`src/design/fbbc_pkg.sv`:
```
package fbbc_pkg;

    localparam int ADDR_W      = 24;
    localparam int SECT_W      = 16;
    localparam int CHIP_W      = 3;
    localparam int BOFF_W      = 16;
    localparam int CNT_W       = 32;
    localparam int MAX_RESULTS = 34;
    localparam int RES_CNT_W   = 6;

    typedef enum logic [1:0] {
        CMD_WRITE = 2'd0,
        CMD_READ  = 2'd1,
        CMD_FLUSH = 2'd2,
        CMD_CLEAR = 2'd3
    } t_cmd;

    typedef enum logic [2:0] {
        OP_HOST_TO_BUF  = 3'd0,
        OP_BUF_TO_HOST  = 3'd1,
        OP_PAGE_TO_BUF  = 3'd2,
        OP_PAGE_WRITE   = 3'd3,
        OP_ERASE        = 3'd4,
        OP_PAGE_TO_HOST = 3'd5,
        OP_DONE         = 3'd6
    } t_op;

    typedef struct packed {
        logic accept;
        logic off_clr;
        logic off_adv;
        logic div_go;
        logic div_page;
        logic set_cur;
        logic clr_valid;
        logic emit;
        t_op  op;
        logic last;
    } t_ctrl_cmd;

    typedef struct packed {
        t_cmd cmd;
        logic hit;
        logic buf_valid;
        logic div_done;
        logic off_last_blk;
        logic off_last_sec;
    } t_ctrl_sts;

endpackage

```
`src/design/fbbc_div.sv`:
```
module fbbc_div #(
    parameter int CHIPS = 2,
    parameter int BW    = 13
) (
    input  logic                         i_clk,
    input  logic                         i_rst_n,
    input  logic                         i_go,
    input  logic [BW-1:0]                i_dividend,
    output logic                         o_done,
    output logic [BW-1:0]                o_quot,
    output logic [fbbc_pkg::CHIP_W-1:0]  o_rem
);
    import fbbc_pkg::*;

    localparam int L  = $clog2(CHIPS);
    localparam int S  = BW + L;
    localparam int MW = S + 1;
    localparam int PW = BW + MW;
    localparam longint unsigned MULT_VAL = ((64'd1 << S) + 64'(CHIPS) - 64'd1) / 64'(CHIPS);
    localparam logic [MW-1:0] MULT = MW'(MULT_VAL);

    logic          r_v1;
    logic          r_v2;
    logic [PW-1:0] r_prod;
    logic [BW-1:0] r_b;
    logic [BW-1:0] w_q;
    logic [BW-1:0] w_qc;
    logic [BW-1:0] w_rem;

    assign w_q   = BW'(r_prod >> S);
    assign w_qc  = w_q * BW'(CHIPS);
    assign w_rem = r_b - w_qc;
    assign o_done = r_v2;

    always_ff @(posedge i_clk) begin
        if (!i_rst_n) begin
            r_v1 <= 1'b0;
            r_v2 <= 1'b0;
        end else begin
            r_v1 <= i_go;
            r_v2 <= r_v1;
        end
    end

    always_ff @(posedge i_clk) begin
        if (i_go) begin
            r_prod <= PW'(i_dividend) * PW'(MULT);
            r_b    <= i_dividend;
        end
        if (r_v1) begin
            o_quot <= w_q;
            o_rem  <= CHIP_W'(w_rem);
        end
    end

endmodule

```
`src/design/fbbc_ctrl.sv`:
```
module fbbc_ctrl (
    input  logic                  i_clk,
    input  logic                  i_rst_n,
    input  logic                  i_start,
    output logic                  o_busy,
    input  fbbc_pkg::t_ctrl_sts   i_sts,
    output fbbc_pkg::t_ctrl_cmd   o_cmd
);
    import fbbc_pkg::*;

    typedef enum logic [10:0] {
        S_IDLE  = 11'b000_0000_0001,
        S_PREP  = 11'b000_0000_0010,
        S_DIVW  = 11'b000_0000_0100,
        S_WB    = 11'b000_0000_1000,
        S_LD    = 11'b000_0001_0000,
        S_ER    = 11'b000_0010_0000,
        S_CP    = 11'b000_0100_0000,
        S_RDIV  = 11'b000_1000_0000,
        S_RWAIT = 11'b001_0000_0000,
        S_RD    = 11'b010_0000_0000,
        S_DONE  = 11'b100_0000_0000
    } t_state;

    t_state               r_state;
    t_state               n_state;
    logic [RES_CNT_W-1:0] r_cnt;
    logic [RES_CNT_W-1:0] n_cnt;
    logic                 w_at_limit;

    assign w_at_limit = (r_cnt == RES_CNT_W'(MAX_RESULTS - 1));
    assign o_busy     = (r_state != S_IDLE);

    always_comb begin
        n_state   = r_state;
        n_cnt     = r_cnt;
        o_cmd     = '0;
        o_cmd.op  = OP_DONE;
        case (r_state)
            S_IDLE: begin
                if (i_start) begin
                    o_cmd.accept = 1'b1;
                    n_cnt        = '0;
                    n_state      = S_PREP;
                end
            end
            S_PREP: begin
                o_cmd.off_clr = 1'b1;
                case (i_sts.cmd)
                    CMD_WRITE: begin
                        if (i_sts.hit) begin
                            n_state = S_CP;
                        end else begin
                            o_cmd.div_go = 1'b1;
                            n_state      = S_DIVW;
                        end
                    end
                    CMD_READ: begin
                        n_state = i_sts.hit ? S_CP : S_RDIV;
                    end
                    CMD_FLUSH: begin
                        n_state = i_sts.buf_valid ? S_WB : S_DONE;
                    end
                    default: begin
                        n_state = S_DONE;
                    end
                endcase
            end
            S_DIVW: begin
                if (i_sts.div_done) begin
                    if (i_sts.buf_valid) begin
                        n_state = S_WB;
                    end else begin
                        o_cmd.set_cur = 1'b1;
                        n_state       = S_LD;
                    end
                end
            end
            S_WB: begin
                o_cmd.emit    = 1'b1;
                o_cmd.op      = OP_PAGE_WRITE;
                o_cmd.off_adv = 1'b1;
                if (w_at_limit || i_sts.off_last_blk) begin
                    if (i_sts.cmd == CMD_FLUSH) begin
                        o_cmd.clr_valid = 1'b1;
                        o_cmd.last      = 1'b1;
                        n_state         = S_IDLE;
                    end else begin
                        o_cmd.set_cur = 1'b1;
                        if (w_at_limit) begin
                            o_cmd.last = 1'b1;
                            n_state    = S_IDLE;
                        end else begin
                            o_cmd.off_clr = 1'b1;
                            n_state       = S_LD;
                        end
                    end
                end
            end
            S_LD: begin
                o_cmd.emit    = 1'b1;
                o_cmd.op      = OP_PAGE_TO_BUF;
                o_cmd.off_adv = 1'b1;
                if (w_at_limit) begin
                    o_cmd.last = 1'b1;
                    n_state    = S_IDLE;
                end else if (i_sts.off_last_blk) begin
                    n_state = S_ER;
                end
            end
            S_ER: begin
                o_cmd.emit = 1'b1;
                o_cmd.op   = OP_ERASE;
                if (w_at_limit) begin
                    o_cmd.last = 1'b1;
                    n_state    = S_IDLE;
                end else begin
                    n_state = S_CP;
                end
            end
            S_CP: begin
                o_cmd.emit = 1'b1;
                o_cmd.op   = (i_sts.cmd == CMD_WRITE) ? OP_HOST_TO_BUF : OP_BUF_TO_HOST;
                o_cmd.last = 1'b1;
                n_state    = S_IDLE;
            end
            S_RDIV: begin
                o_cmd.div_go   = 1'b1;
                o_cmd.div_page = 1'b1;
                n_state        = S_RWAIT;
            end
            S_RWAIT: begin
                if (i_sts.div_done) begin
                    n_state = S_RD;
                end
            end
            S_RD: begin
                o_cmd.emit    = 1'b1;
                o_cmd.op      = OP_PAGE_TO_HOST;
                o_cmd.off_adv = 1'b1;
                if (w_at_limit || i_sts.off_last_sec) begin
                    o_cmd.last = 1'b1;
                    n_state    = S_IDLE;
                end else begin
                    n_state = S_RDIV;
                end
            end
            S_DONE: begin
                o_cmd.emit = 1'b1;
                o_cmd.op   = OP_DONE;
                o_cmd.last = 1'b1;
                n_state    = S_IDLE;
            end
            default: begin
                n_state = S_IDLE;
            end
        endcase
        if (o_cmd.emit) begin
            n_cnt = r_cnt + 1'b1;
        end
    end

    always_ff @(posedge i_clk) begin
        if (!i_rst_n) begin
            r_state <= S_IDLE;
            r_cnt   <= '0;
        end else begin
            r_state <= n_state;
            r_cnt   <= n_cnt;
        end
    end

    a_emit_within_limit: assert property (@(posedge i_clk) disable iff (!i_rst_n)
        o_cmd.emit |-> (r_cnt < RES_CNT_W'(MAX_RESULTS)))
        else $error("result count past limit");

    a_last_ends_item: assert property (@(posedge i_clk) disable iff (!i_rst_n)
        (o_cmd.emit && o_cmd.last) |=> !o_busy)
        else $error("still busy after final result");

    a_div_wait_after_go: assert property (@(posedge i_clk) disable iff (!i_rst_n)
        o_cmd.div_go |=> !i_sts.div_done)
        else $error("division done too early");

endmodule

```
`src/design/fbbc_dpath.sv`:
```
module fbbc_dpath #(
    parameter int SECTOR_BYTES = 512,
    parameter int BLOCK_BYTES  = 4096,
    parameter int PAGE_BYTES   = 256,
    parameter int CHIPS        = 2
) (
    input  logic                         i_clk,
    input  logic                         i_rst_n,
    input  fbbc_pkg::t_ctrl_cmd          i_cmd,
    output fbbc_pkg::t_ctrl_sts          o_sts,
    input  logic [1:0]                   i_command,
    input  logic [fbbc_pkg::SECT_W-1:0]  i_sector_number,
    input  logic                         i_clear_activity,
    input  logic                         i_cfg_valid,
    input  logic [fbbc_pkg::ADDR_W-1:0]  i_cfg_data,
    output logic                         o_valid,
    output logic [2:0]                   o_operation,
    output logic [fbbc_pkg::CHIP_W-1:0]  o_chip_select,
    output logic [fbbc_pkg::ADDR_W-1:0]  o_flash_address,
    output logic [fbbc_pkg::BOFF_W-1:0]  o_buffer_offset,
    output logic                         o_last,
    output logic                         o_write_activity,
    output logic                         o_read_activity,
    output logic [fbbc_pkg::CNT_W-1:0]   o_sectors_written,
    output logic [fbbc_pkg::CNT_W-1:0]   o_sectors_read
);
    import fbbc_pkg::*;

    localparam int SEC_LOG = $clog2(SECTOR_BYTES);
    localparam int BLK_LOG = $clog2(BLOCK_BYTES);
    localparam int START_W = SECT_W + SEC_LOG;
    localparam int BW      = START_W - BLK_LOG;
    localparam int MAX_SB  = (SECTOR_BYTES > BLOCK_BYTES) ? SECTOR_BYTES : BLOCK_BYTES;
    localparam int MAX_B   = (PAGE_BYTES > MAX_SB) ? PAGE_BYTES : MAX_SB;
    localparam int OC_W    = $clog2(MAX_B) + 2;

    t_cmd               r_cmd;
    logic [SECT_W-1:0]  r_sector;
    logic               r_clr;
    logic [ADDR_W-1:0]  r_base;
    logic [BW-1:0]      r_cur_blk;
    logic [CHIP_W-1:0]  r_cur_chip;
    logic [ADDR_W-1:0]  r_cur_baddr;
    logic               r_valid;
    logic [CNT_W-1:0]   r_wcnt;
    logic [CNT_W-1:0]   r_rcnt;
    logic               r_wflag;
    logic               r_rflag;
    logic [OC_W-1:0]    r_off;

    logic [START_W-1:0] w_start;
    logic [BW-1:0]      w_blk;
    logic [BLK_LOG-1:0] w_pos;
    logic [START_W-1:0] w_addr_rd;
    logic [BW-1:0]      w_pblk;
    logic [BW-1:0]      w_div_in;
    logic               w_div_done;
    logic [BW-1:0]      w_div_q;
    logic [CHIP_W-1:0]  w_div_r;
    logic [31:0]        w_qshift;
    logic [ADDR_W-1:0]  w_div_baddr;
    logic [OC_W-1:0]    w_off_next;
    logic [CHIP_W-1:0]  w_chip;
    logic [ADDR_W-1:0]  w_addr;
    logic [BOFF_W-1:0]  w_boff;

    assign w_start     = {r_sector, {SEC_LOG{1'b0}}};
    assign w_blk       = w_start[START_W-1:BLK_LOG];
    assign w_pos       = w_start[BLK_LOG-1:0];
    assign w_addr_rd   = w_start + START_W'(r_off);
    assign w_pblk      = w_addr_rd[START_W-1:BLK_LOG];
    assign w_div_in    = i_cmd.div_page ? w_pblk : w_blk;
    assign w_qshift    = 32'(w_div_q) << BLK_LOG;
    assign w_div_baddr = w_qshift[ADDR_W-1:0];
    assign w_off_next  = r_off + OC_W'(PAGE_BYTES);

    fbbc_div #(
        .CHIPS (CHIPS),
        .BW    (BW)
    ) u_div (
        .i_clk      (i_clk),
        .i_rst_n    (i_rst_n),
        .i_go       (i_cmd.div_go),
        .i_dividend (w_div_in),
        .o_done     (w_div_done),
        .o_quot     (w_div_q),
        .o_rem      (w_div_r)
    );

    always_comb begin
        o_sts.cmd          = r_cmd;
        o_sts.hit          = r_valid && (r_cur_blk == w_blk);
        o_sts.buf_valid    = r_valid;
        o_sts.div_done     = w_div_done;
        o_sts.off_last_blk = (w_off_next >= OC_W'(BLOCK_BYTES));
        o_sts.off_last_sec = (w_off_next >= OC_W'(SECTOR_BYTES));
    end

    always_comb begin
        w_chip = '0;
        w_addr = '0;
        w_boff = '0;
        case (i_cmd.op)
            OP_PAGE_WRITE, OP_PAGE_TO_BUF: begin
                w_chip = r_cur_chip;
                w_addr = r_base + r_cur_baddr + ADDR_W'(r_off);
                w_boff = BOFF_W'(r_off);
            end
            OP_ERASE: begin
                w_chip = r_cur_chip;
                w_addr = r_base + r_cur_baddr;
            end
            OP_PAGE_TO_HOST: begin
                w_chip = w_div_r;
                w_addr = r_base + w_div_baddr + ADDR_W'(w_addr_rd[BLK_LOG-1:0]);
                w_boff = BOFF_W'(r_off);
            end
            OP_HOST_TO_BUF, OP_BUF_TO_HOST: begin
                w_boff = BOFF_W'(w_pos);
            end
            default: begin
                w_chip = '0;
            end
        endcase
    end

    always_ff @(posedge i_clk) begin
        if (!i_rst_n) begin
            r_base  <= '0;
            r_valid <= 1'b0;
            r_wcnt  <= '0;
            r_rcnt  <= '0;
            r_wflag <= 1'b0;
            r_rflag <= 1'b0;
            r_off   <= '0;
            o_valid <= 1'b0;
            o_last  <= 1'b0;
        end else begin
            if (i_cfg_valid) begin
                r_base <= i_cfg_data;
            end
            if (i_cmd.accept) begin
                case (t_cmd'(i_command))
                    CMD_WRITE: begin
                        r_wcnt  <= r_wcnt + 1'b1;
                        r_wflag <= 1'b1;
                    end
                    CMD_READ: begin
                        r_rcnt  <= r_rcnt + 1'b1;
                        r_rflag <= 1'b1;
                    end
                    CMD_CLEAR: begin
                        r_wcnt <= '0;
                        r_rcnt <= '0;
                    end
                    default: begin
                        r_wflag <= r_wflag;
                    end
                endcase
            end
            if (i_cmd.set_cur) begin
                r_valid <= 1'b1;
            end else if (i_cmd.clr_valid) begin
                r_valid <= 1'b0;
            end
            if (i_cmd.off_clr) begin
                r_off <= '0;
            end else if (i_cmd.off_adv) begin
                r_off <= w_off_next;
            end
            if (i_cmd.emit && i_cmd.last && r_clr) begin
                r_wflag <= 1'b0;
                r_rflag <= 1'b0;
            end
            o_valid <= i_cmd.emit;
            o_last  <= i_cmd.emit && i_cmd.last;
        end
    end

    always_ff @(posedge i_clk) begin
        if (i_cmd.accept) begin
            r_cmd    <= t_cmd'(i_command);
            r_sector <= i_sector_number;
            r_clr    <= i_clear_activity;
        end
        if (i_cmd.set_cur) begin
            r_cur_blk   <= w_blk;
            r_cur_chip  <= w_div_r;
            r_cur_baddr <= w_div_baddr;
        end
        if (i_cmd.emit) begin
            o_operation       <= i_cmd.op;
            o_chip_select     <= w_chip;
            o_flash_address   <= w_addr;
            o_buffer_offset   <= w_boff;
            o_write_activity  <= r_wflag;
            o_read_activity   <= r_rflag;
            o_sectors_written <= r_wcnt;
            o_sectors_read    <= r_rcnt;
        end
    end

endmodule

```
`src/design/flash_block_buffer_controller_top.sv`:
```
// A buffer hit shows its one result; a write miss waits for the chip/block division and
// then shows one result per cycle (up to 34). Requests are taken one at a time, as the
// flash command sequencer stays busy until the final result; a direct read runs the
// chip/block division anew for each page before that page's result is shown.
// Results are strobed for one cycle and the receiver cannot stall; a new start is taken
// while the final result is on the ports. Synchronous active-low reset empties the buffer.
module flash_block_buffer_controller_top #(
    parameter int SECTOR_BYTES = 512,
    parameter int BLOCK_BYTES  = 4096,
    parameter int PAGE_BYTES   = 256,
    parameter int CHIPS        = 2
) (
    input  logic         i_clk,
    input  logic         i_rst_n,
    input  logic         start,
    output logic         busy,
    input  logic [1:0]   i_command,
    input  logic [15:0]  i_sector_number,
    input  logic         i_clear_activity,
    input  logic         i_cfg_valid,
    output logic         o_cfg_ready,
    input  logic [23:0]  i_cfg_data,
    output logic         o_valid,
    output logic [2:0]   o_operation,
    output logic [2:0]   o_chip_select,
    output logic [23:0]  o_flash_address,
    output logic [15:0]  o_buffer_offset,
    output logic         o_last,
    output logic         o_write_activity,
    output logic         o_read_activity,
    output logic [31:0]  o_sectors_written,
    output logic [31:0]  o_sectors_read
);
    import fbbc_pkg::*;

    t_ctrl_cmd w_cmd;
    t_ctrl_sts w_sts;
    logic      w_cfg_wr;

    assign o_cfg_ready = 1'b1;
    assign w_cfg_wr    = i_cfg_valid && o_cfg_ready;

    fbbc_ctrl u_ctrl (
        .i_clk   (i_clk),
        .i_rst_n (i_rst_n),
        .i_start (start),
        .o_busy  (busy),
        .i_sts   (w_sts),
        .o_cmd   (w_cmd)
    );

    fbbc_dpath #(
        .SECTOR_BYTES (SECTOR_BYTES),
        .BLOCK_BYTES  (BLOCK_BYTES),
        .PAGE_BYTES   (PAGE_BYTES),
        .CHIPS        (CHIPS)
    ) u_dpath (
        .i_clk             (i_clk),
        .i_rst_n           (i_rst_n),
        .i_cmd             (w_cmd),
        .o_sts             (w_sts),
        .i_command         (i_command),
        .i_sector_number   (i_sector_number),
        .i_clear_activity  (i_clear_activity),
        .i_cfg_valid       (w_cfg_wr),
        .i_cfg_data        (i_cfg_data),
        .o_valid           (o_valid),
        .o_operation       (o_operation),
        .o_chip_select     (o_chip_select),
        .o_flash_address   (o_flash_address),
        .o_buffer_offset   (o_buffer_offset),
        .o_last            (o_last),
        .o_write_activity  (o_write_activity),
        .o_read_activity   (o_read_activity),
        .o_sectors_written (o_sectors_written),
        .o_sectors_read    (o_sectors_read)
    );

    a_mid_item_busy: assert property (@(posedge i_clk) disable iff (!i_rst_n)
        (o_valid && !o_last) |-> busy)
        else $error("idle with results outstanding");

    a_no_result_after_start: assert property (@(posedge i_clk) disable iff (!i_rst_n)
        (start && !busy) |=> !o_valid)
        else $error("result right after transfer in");

    a_last_with_strobe: assert property (@(posedge i_clk) disable iff (!i_rst_n)
        o_last |-> o_valid)
        else $error("last without strobe");

endmodule
```
`config.mk`:
```
export PLATFORM = sky130hd
export DESIGN_NAME = flash_block_buffer_controller_top
export DESIGN_NICKNAME = d
export VERILOG_FILES = /design/src/design/fbbc_pkg.sv /design/src/design/fbbc_div.sv /design/src/design/fbbc_ctrl.sv /design/src/design/fbbc_dpath.sv /design/src/design/flash_block_buffer_controller_top.sv
export SDC_FILE = /design/constraint.sdc
export NUM_CORES = 1
export LEC_CHECK = 0
export ABC_AREA = 1
export BUFFER_PORTS_ARGS = -buffer_cell sky130_fd_sc_hd__clkbuf_2
export CAP_MARGIN = 20
export CORE_UTILIZATION = 50
export CTS_CLUSTER_SIZE = 24
export DETAILED_ROUTE_END_ITERATION = 8
export MAX_ROUTING_LAYER = met4
export PLACE_DENSITY = 0.7
export SLEW_MARGIN = 20
export SYNTH_ARGS = -nofsm -noshare
export SYNTH_HDL_FRONTEND = slang
export SYNTH_SLANG_ARGS = --single-unit
```
`constraint.sdc`:
```
create_clock -name i_clk -period 3.25 [get_ports i_clk]
set_input_delay 0.1625 -clock i_clk [delete_from_list [all_inputs] [get_ports i_clk]]
set_output_delay 0.1625 -clock i_clk [all_outputs]
set_load 0.005 [all_outputs]
```
==> results.yml, run 1 <==
route:
  drc_errors: 0
  routed_wirelength_um: 35810
  drt-wirelength-per-cell_um: 15.53
  drt_first_iter_violations: 970
  ant_nets: 0
  detailed_routing_iterations_pass_1: 5
  via_count: 12000
  route.detailed.vias_per_inst: 5.203
sta:
  relative_slew_margins_pct: 36.66
  timing.final.hold_violations: 0
  timing.setup.tns_ps: 0
  report.final.slew_viol_count: 0
  timing.fmax_ghz: 0.3379
  timing.final.crit_share_pct: 91.05
  skew_ps: 10.74
  setup_viol: 0
  grt_setup_unrepaired: "false"
  finalCriticalPeriod_ps: 2959
  worstMarginPinSlew_ps: 949.1
final_layout:
  fin_nets: 1990
  areaGrowthSynthToFinish_pct: 17.99
  layout-drive-gt1-share_pct: 13.39
  layoutNonFillerInstCount: 2306
setup_path:
  worst_setup_path_start_kind: "flip-flop"
  worstPathMaxFanout: 7
  crit_arrival_ps: 3260
  setup.worst_path.end_class: "flip-flop"
  r2r_end: "u_dpath.o_flash_address[19]"
  cp.required_ps: 3550
  worst-r2r-setup-slack_ps: 290
  critical_path.reg2reg.startpoint: "u_dpath.r_off[9]"
  critical_path.startpoint: "u_dpath.r_off[9]"
  rr_worst_depth: 11
  worstSetupPathType: "flip-flop to flip-flop"
  worstSetupEndpoint: "u_dpath.o_flash_address[19]"
global_route:
  grt.total_usage_pct: 24.78
  largest_net_degree_at_the_start_of_global_routing: 58
  global_route_wire_length_before_repair_um: 56570
  number_of_antenna_violations_at_the_first_check_in_global_routing: 3
  first_global_vias: 11290
  globalRouteOverflowTotal: 0
placed_design:
  routabilityCongestion: 0.9474
  io_buffer_count: 151
  cell_total_after_placement: 2200
  post-dp-hpwl_um: 25890
synth:
  synth-seq-cells: 291
  synth-seq-area-share_pct: 52.02
  synth.lib_cells_used.distinct: 54
  asyncSetResetFlopFracSynth_pct: 0
  synth_ff_type: "edfxtp_1"
  yosys_warnings: 0
  netlist_instances: 1681
  mappedNetlistArea_um2: 14530
  post_synth.cell_area_avg_um2: 8.642
  synth-edff-count: 173
clocking:
  worst_setup_hold_path_clk_slew_ps: 60
  clk_latency_ps: 560
  h_tree_level_count: 1
  cts_root_buf: "clkbuf_16"
  cts_setup_buffers: 0
  tritoncts.num_buffers: 31
  cts_buffer_depth: 3
  tritoncts: "built"
  cts_num_sinks: 291
  resize_count_post_cts: 0
floorplan:
  design.core.area_um2: 28630
  die_h_um: 172.5
  die-width_um: 172.5
  pin_count: 163
  die_area_um2: 29740
  core_rows: 62
  start_util_pct: 50.75
worst_hold_path:
  min-delay-path-class: "primary input to flip-flop"
pwr:
  worst_ir_drop_vdd_v: 0.0004320
  fin_total_pwr_w: 0.008383
  power.leakage_nw: 7.099
  pwr_density_cell_nw_per_um2: 489.1
job:
  max_cap_viol_count: 0
run_status:
  run_status: "complete, no violations"
==> registers in the layout, indices dropped and copies added (netlist names), 2 cells and up <==
register	count
u_dpath.r_base	24
u_dpath.r_off	6
u_dpath.r_wcnt	32
u_dpath.o_sectors_read	32
u_dpath.o_sectors_written	32
u_dpath.r_cur_baddr	12
u_dpath.o_flash_address	24
u_dpath.r_rcnt	32
u_dpath.o_chip_select	3
u_ctrl.r_state	11
u_dpath.o_operation	3
u_dpath.u_div.o_quot	12
u_dpath.u_div.r_b	13
u_dpath.o_buffer_offset	6
u_ctrl.r_cnt	6
u_dpath.r_sector	16
u_dpath.r_cmd	2
u_dpath.r_cur_blk	13
==> layout by cell type (no fill, tap or decap), types with 3 or more instances in the layout <==
cell,count
a21oi_1,116
nand2_2,5
nor3_2,4
dfxtp_1,118
o21ai_0,56
fa_1,4
ha_1,45
inv_1,179
o22ai_1,5
o21bai_1,4
xor2_1,38
nor2_4,8
nor2_1,211
o211ai_1,8
nand3b_1,9
inv_2,6
nand4_1,35
clkbuf_8,3
clkbuf_2,151
clkinv_1,5
clkinv_2,8
clkbuf_1,6
nand2_4,3
diode_2,3
inv_6,3
nor2_2,4
a31oi_1,3
dlygate4sd3_1,45
clkbuf_16,31
nand2_1,380
nand3_1,89
o221ai_1,3
a21o_1,9
a22o_1,3
buf_4,11
edfxtp_1,173
nor3_1,72
or2_2,6
conb_1,13
xnor2_1,19
==> per-stage QoR <==
stage	setup slack (ps)	hold WS, ps	area (µm²)	util, %
floorplan	606.8	261.4	14570	-
global placement	401.5	341.9	15690	54.81
detailed placement	336.0	341.1	15690	54.81
CTS	302.8	134.3	17130	59.85
global route	82.62	182.2	17140	59.88
finish	290.9	152.8	17140	59.88
==> how the worst min path moves through the flow <==
stage | startpoint | endpoint | slack [ps] | depth (start not counted)
final | i_cfg_valid | u_dpath.r_base[23] | 150 | 3
after global routing | i_cfg_valid | u_dpath.r_base[10] | 180 | 3
after CTS | i_cfg_valid | u_dpath.r_base[23] | 130 | 3
after detailed placement | i_sector_number[10] | u_dpath.r_sector[10] | 340 | 1
after global placement | i_sector_number[4] | u_dpath.r_sector[4] | 340 | 1
after floorplan | i_clear_activity | u_dpath.r_clr | 260 | 0
==> metal layers <==
layer | up-vias | share of wire [%] | track usage, %
li1 | 6037 | - | -
met1 | 5580 | 44 | 31.45
met2 | 337 | 49 | 42.37
met3 | 45 | 5.3 | 2.998
met4 | 0 | 1.5 | 5.502
met5 | - | 0 | -
==> synthesized netlist by cell type (3+ instances only) <==
master / count / area (µm²)
inv_2: 6 / 22.52
buf_4: 13 / 97.59
fa_1: 4 / 80.08
nor2_4: 8 / 90.09
o221ai_1: 3 / 26.28
xor2_1: 38 / 332.8
nand4_1: 35 / 219.0
a21o_1: 9 / 67.56
nand2_4: 3 / 33.78
nand3b_1: 9 / 67.56
nor2_1: 211 / 792.0
o22ai_1: 5 / 31.28
o21bai_1: 4 / 30.03
dfxtp_1: 118 / 2362
edfxtp_1: 173 / 5195
a31oi_1: 3 / 18.77
or2_2: 6 / 37.54
a21oi_1: 116 / 580.6
nor3_2: 4 / 40.04
ha_1: 45 / 563.0
o211ai_1: 8 / 60.06
clkbuf_1: 18 / 67.56
o21ai_0: 56 / 280.3
nand2_1: 380 / 1426
nor3_1: 72 / 360.4
nand3_1: 89 / 445.4
buf_2: 5 / 25.02
nand2_2: 5 / 31.28
inv_1: 180 / 675.7
xnor2_1: 19 / 166.4
a22o_1: 3 / 26.28
nor2_2: 4 / 25.02
==> area by class of cell <==
cell class	instances	area, µm²
timing repair buffer	207	1289
antenna	3	7.507
tap	384	480.5
clock buffer	40	839.6
sequential	291	7557
clock inverter	18	153.9
multi-input combinational	1175	6105
inverter	188	708.2
fill	2507	11480
==> kinds of logic (layout without fill, tap and decap cells) <==
kind of cell / Yosys count / in the layout / synth area share, %
flops: 291 / 291 / 52.02
fa+ha+maj: 49 / 49 / 4.427
other cells: 2 / 16 / 0.05170
xor+xnor: 57 / 57 / 3.437
simple gates: 836 / 836 / 25.43
buf+inv: 226 / 453 / 6.236
compound gates: 220 / 220 / 8.398
==> critical path, stage by stage (launching register included) <==
cell     delay (ps)
dfxtp_1         490
ha_1            250
fa_1            420
ha_1            350
a21oi_1         200
nand2_1         130
nand3_1         110
nand2_1         110
a21o_1          200
or2_2           270
nand3_1          70
nand3_1          90
==> what timing repair did <==
item	4_1_cts	5_1_grt
endpoints found under the setup margin	0	0
hold endpoints to repair	49	0
hold buffers	45	0
==> where the power goes <==
| part | switching (W) | internal (W) |
|---|---|---|
| combinational | 0.000588 | 0.000286 |
| clock | 0.00144 | 0.00198 |
| sequential | 0.0000846 | 0.00400 |
Power figures use the tool's default switching activity.
==> inputs of run 2 (changes only) <==
--- a/config.mk
+++ b/config.mk
@@ -7,13 +7,13 @@
 export LEC_CHECK = 0
 export ABC_AREA = 1
 export BUFFER_PORTS_ARGS = -buffer_cell sky130_fd_sc_hd__clkbuf_2
-export CAP_MARGIN = 20
 export CORE_UTILIZATION = 50
+export CTS_BUF_LIST = sky130_fd_sc_hd__clkbuf_4 sky130_fd_sc_hd__clkbuf_8 sky130_fd_sc_hd__clkbuf_16
 export CTS_CLUSTER_SIZE = 24
 export DETAILED_ROUTE_END_ITERATION = 8
 export MAX_ROUTING_LAYER = met4
 export PLACE_DENSITY = 0.7
-export SLEW_MARGIN = 20
+export SLEW_MARGIN = 30
 export SYNTH_ARGS = -nofsm -noshare
 export SYNTH_HDL_FRONTEND = slang
 export SYNTH_SLANG_ARGS = --single-unit
==> results.yml, run 2 (synthesis gave the netlist of run 1 again) <==
sta:
  setup_viol: 0
  relative_slew_margins_pct: 38.33
  timing.final.hold_violations: 0
  timing.setup.tns_ps: 0
  timing.fmax_ghz: 0.3344
  finalCriticalPeriod_ps: 2990
  report.final.slew_viol_count: 0
  skew_ps: 10.71
  grt_setup_unrepaired: "false"
  worstMarginPinSlew_ps: 924.0
  timing.final.crit_share_pct: 92.02
placed_design:
  post-dp-hpwl_um: 25890
  io_buffer_count: 151
  routabilityCongestion: 0.9474
  cell_total_after_placement: 2200
run_status:
  run_status: "complete, no violations"
final_layout:
  layoutNonFillerInstCount: 2306
  fin_nets: 1990
  final_common_cell: "nand2_1"
  areaGrowthSynthToFinish_pct: 18.15
  finish.utilization_pct: 59.96
  most-common-layout-cells: "nand2_1, nor2_1, inv_1"
  layout-drive-gt1-share_pct: 13.71
setup_path:
  cp.required_ps: 3550
  crit_chain: "ha_1 -> fa_1 -> ha_1 -> a21oi_1 -> nand2_1 -> nand3_1 -> nand2_1 -> a21o_1 -> or2_2 -> nand3_1 -> nand3_1"
  slowest_stage: "dfxtp_1"
  setup.worst_path.end_class: "flip-flop"
  critical-path-max-stage-delay_ps: 490
  crit_arrival_ps: 3290
  worstPathMaxFanout: 7
  crit_top_cell: "nand3_1"
  worstSetupPathType: "flip-flop to flip-flop"
  worst_setup_path_start_kind: "flip-flop"
global_route:
  number_of_antenna_violations_at_the_first_check_in_global_routing: 3
  globalRouteOverflowTotal: 0
  global_route_wire_length_before_repair_um: 56490
  largest_net_degree_at_the_start_of_global_routing: 58
  first_global_vias: 11260
  grt.total_usage_pct: 24.75
route:
  ant_nets: 0
  drt_first_iter_violations: 968
  route.detailed.vias_per_inst: 5.198
  detailed_routing_iterations_pass_1: 5
  drt-wirelength-per-cell_um: 15.53
  routed_wirelength_um: 35820
  drc_errors: 0
  via_count: 11990
clocking:
  cts_buffer_depth: 3
  tritoncts: "built"
  resize_count_post_cts: 0
  worst_setup_hold_path_clk_slew_ps: 60
  h_tree_level_count: 1
  cts_num_sinks: 291
  tritoncts.num_buffers: 31
  clk_latency_ps: 560
  cts_root_buf: "clkbuf_16"
floorplan:
  core_rows: 62
  die_area_um2: 29740
  die-width_um: 172.5
  pin_count: 163
  die_h_um: 172.5
  design.core.area_um2: 28630
  start_util_pct: 50.75
pwr:
  worst_ir_drop_vdd_v: 0.0004323
  power.leakage_nw: 7.119
  pwr_density_cell_nw_per_um2: 491.6
job:
  max_cap_viol_count: 0
worst_hold_path:
  min-delay-path-class: "primary input to flip-flop"
[run 2: final timing paths]
kind / start / to / slack (ps) / depth (start not counted)
setup / recovery: u_dpath.r_off[9] / u_dpath.o_flash_address[19] / 260 / 11
hold / removal: i_cfg_valid / u_dpath.r_base[23] / 150 / 3
setup reg to reg: u_dpath.r_off[9] / u_dpath.o_flash_address[19] / 260 / 11
hold reg to reg: u_dpath.u_div.r_b[7] / u_dpath.u_div.o_quot[6] / 420 / 0
[run 2: what timing repair did]
item | CTS | global route
setup buffers | 0 | 0
endpoints found under the hold margin | 49 | 0
hold buffers | 45 | 0
[run 2: final cells by class]
cell class,instances,area [µm²]
clock buffers,40,862.1
flip-flops and latches,291,7557
clock inverters,18,153.9
well taps,384,480.5
fillers,2501,11460
repair buffers,207,1289
diodes,3,7.507
inverters,188,708.2
multi-input cells,1175,6105
[run 2: critical path: cells and delay by family (launching register included)]
kind	cells	cell delay [ps]
flops	1	490
compound gates	2	430
fa+ha+maj	3	1020
simple gates	6	800
[run 2: per-layer routing]
layer | vias up | GRT usage [%] | part of all wire, % | wire [µm]
met1 | 5538 | 31.48 | 44 | 15870
met4 | 0 | 5.425 | 1.5 | 532
li1 | 6036 | - | - | -
met5 | - | - | 0 | 0
met2 | 365 | 42.29 | 49 | 17420
met3 | 47 | 2.998 | 5.6 | 1996
[run 2: power by group]
part           internal (W)  leakage (nW)  switching, W  total [W]
Combinational      0.000286          3.88      0.000589   0.000875
Sequential          0.00400          2.73     0.0000849    0.00408
Clock               0.00203         0.513       0.00145    0.00348
[run 2: through the flow]
step           total power (W)  worst slack, ps  area, µm²  hold WS, ps
2_1_floorplan         0.004744            606.8      14570        261.4
3_3_place_gp          0.004962            401.5      15690        341.9
3_5_place_dp          0.004984            336.0      15690        341.1
4_1_cts               0.008516            303.1      17160        133.9
5_1_grt               0.008760            82.62      17160        182.2
6_report              0.008438            259.5      17160        153.4
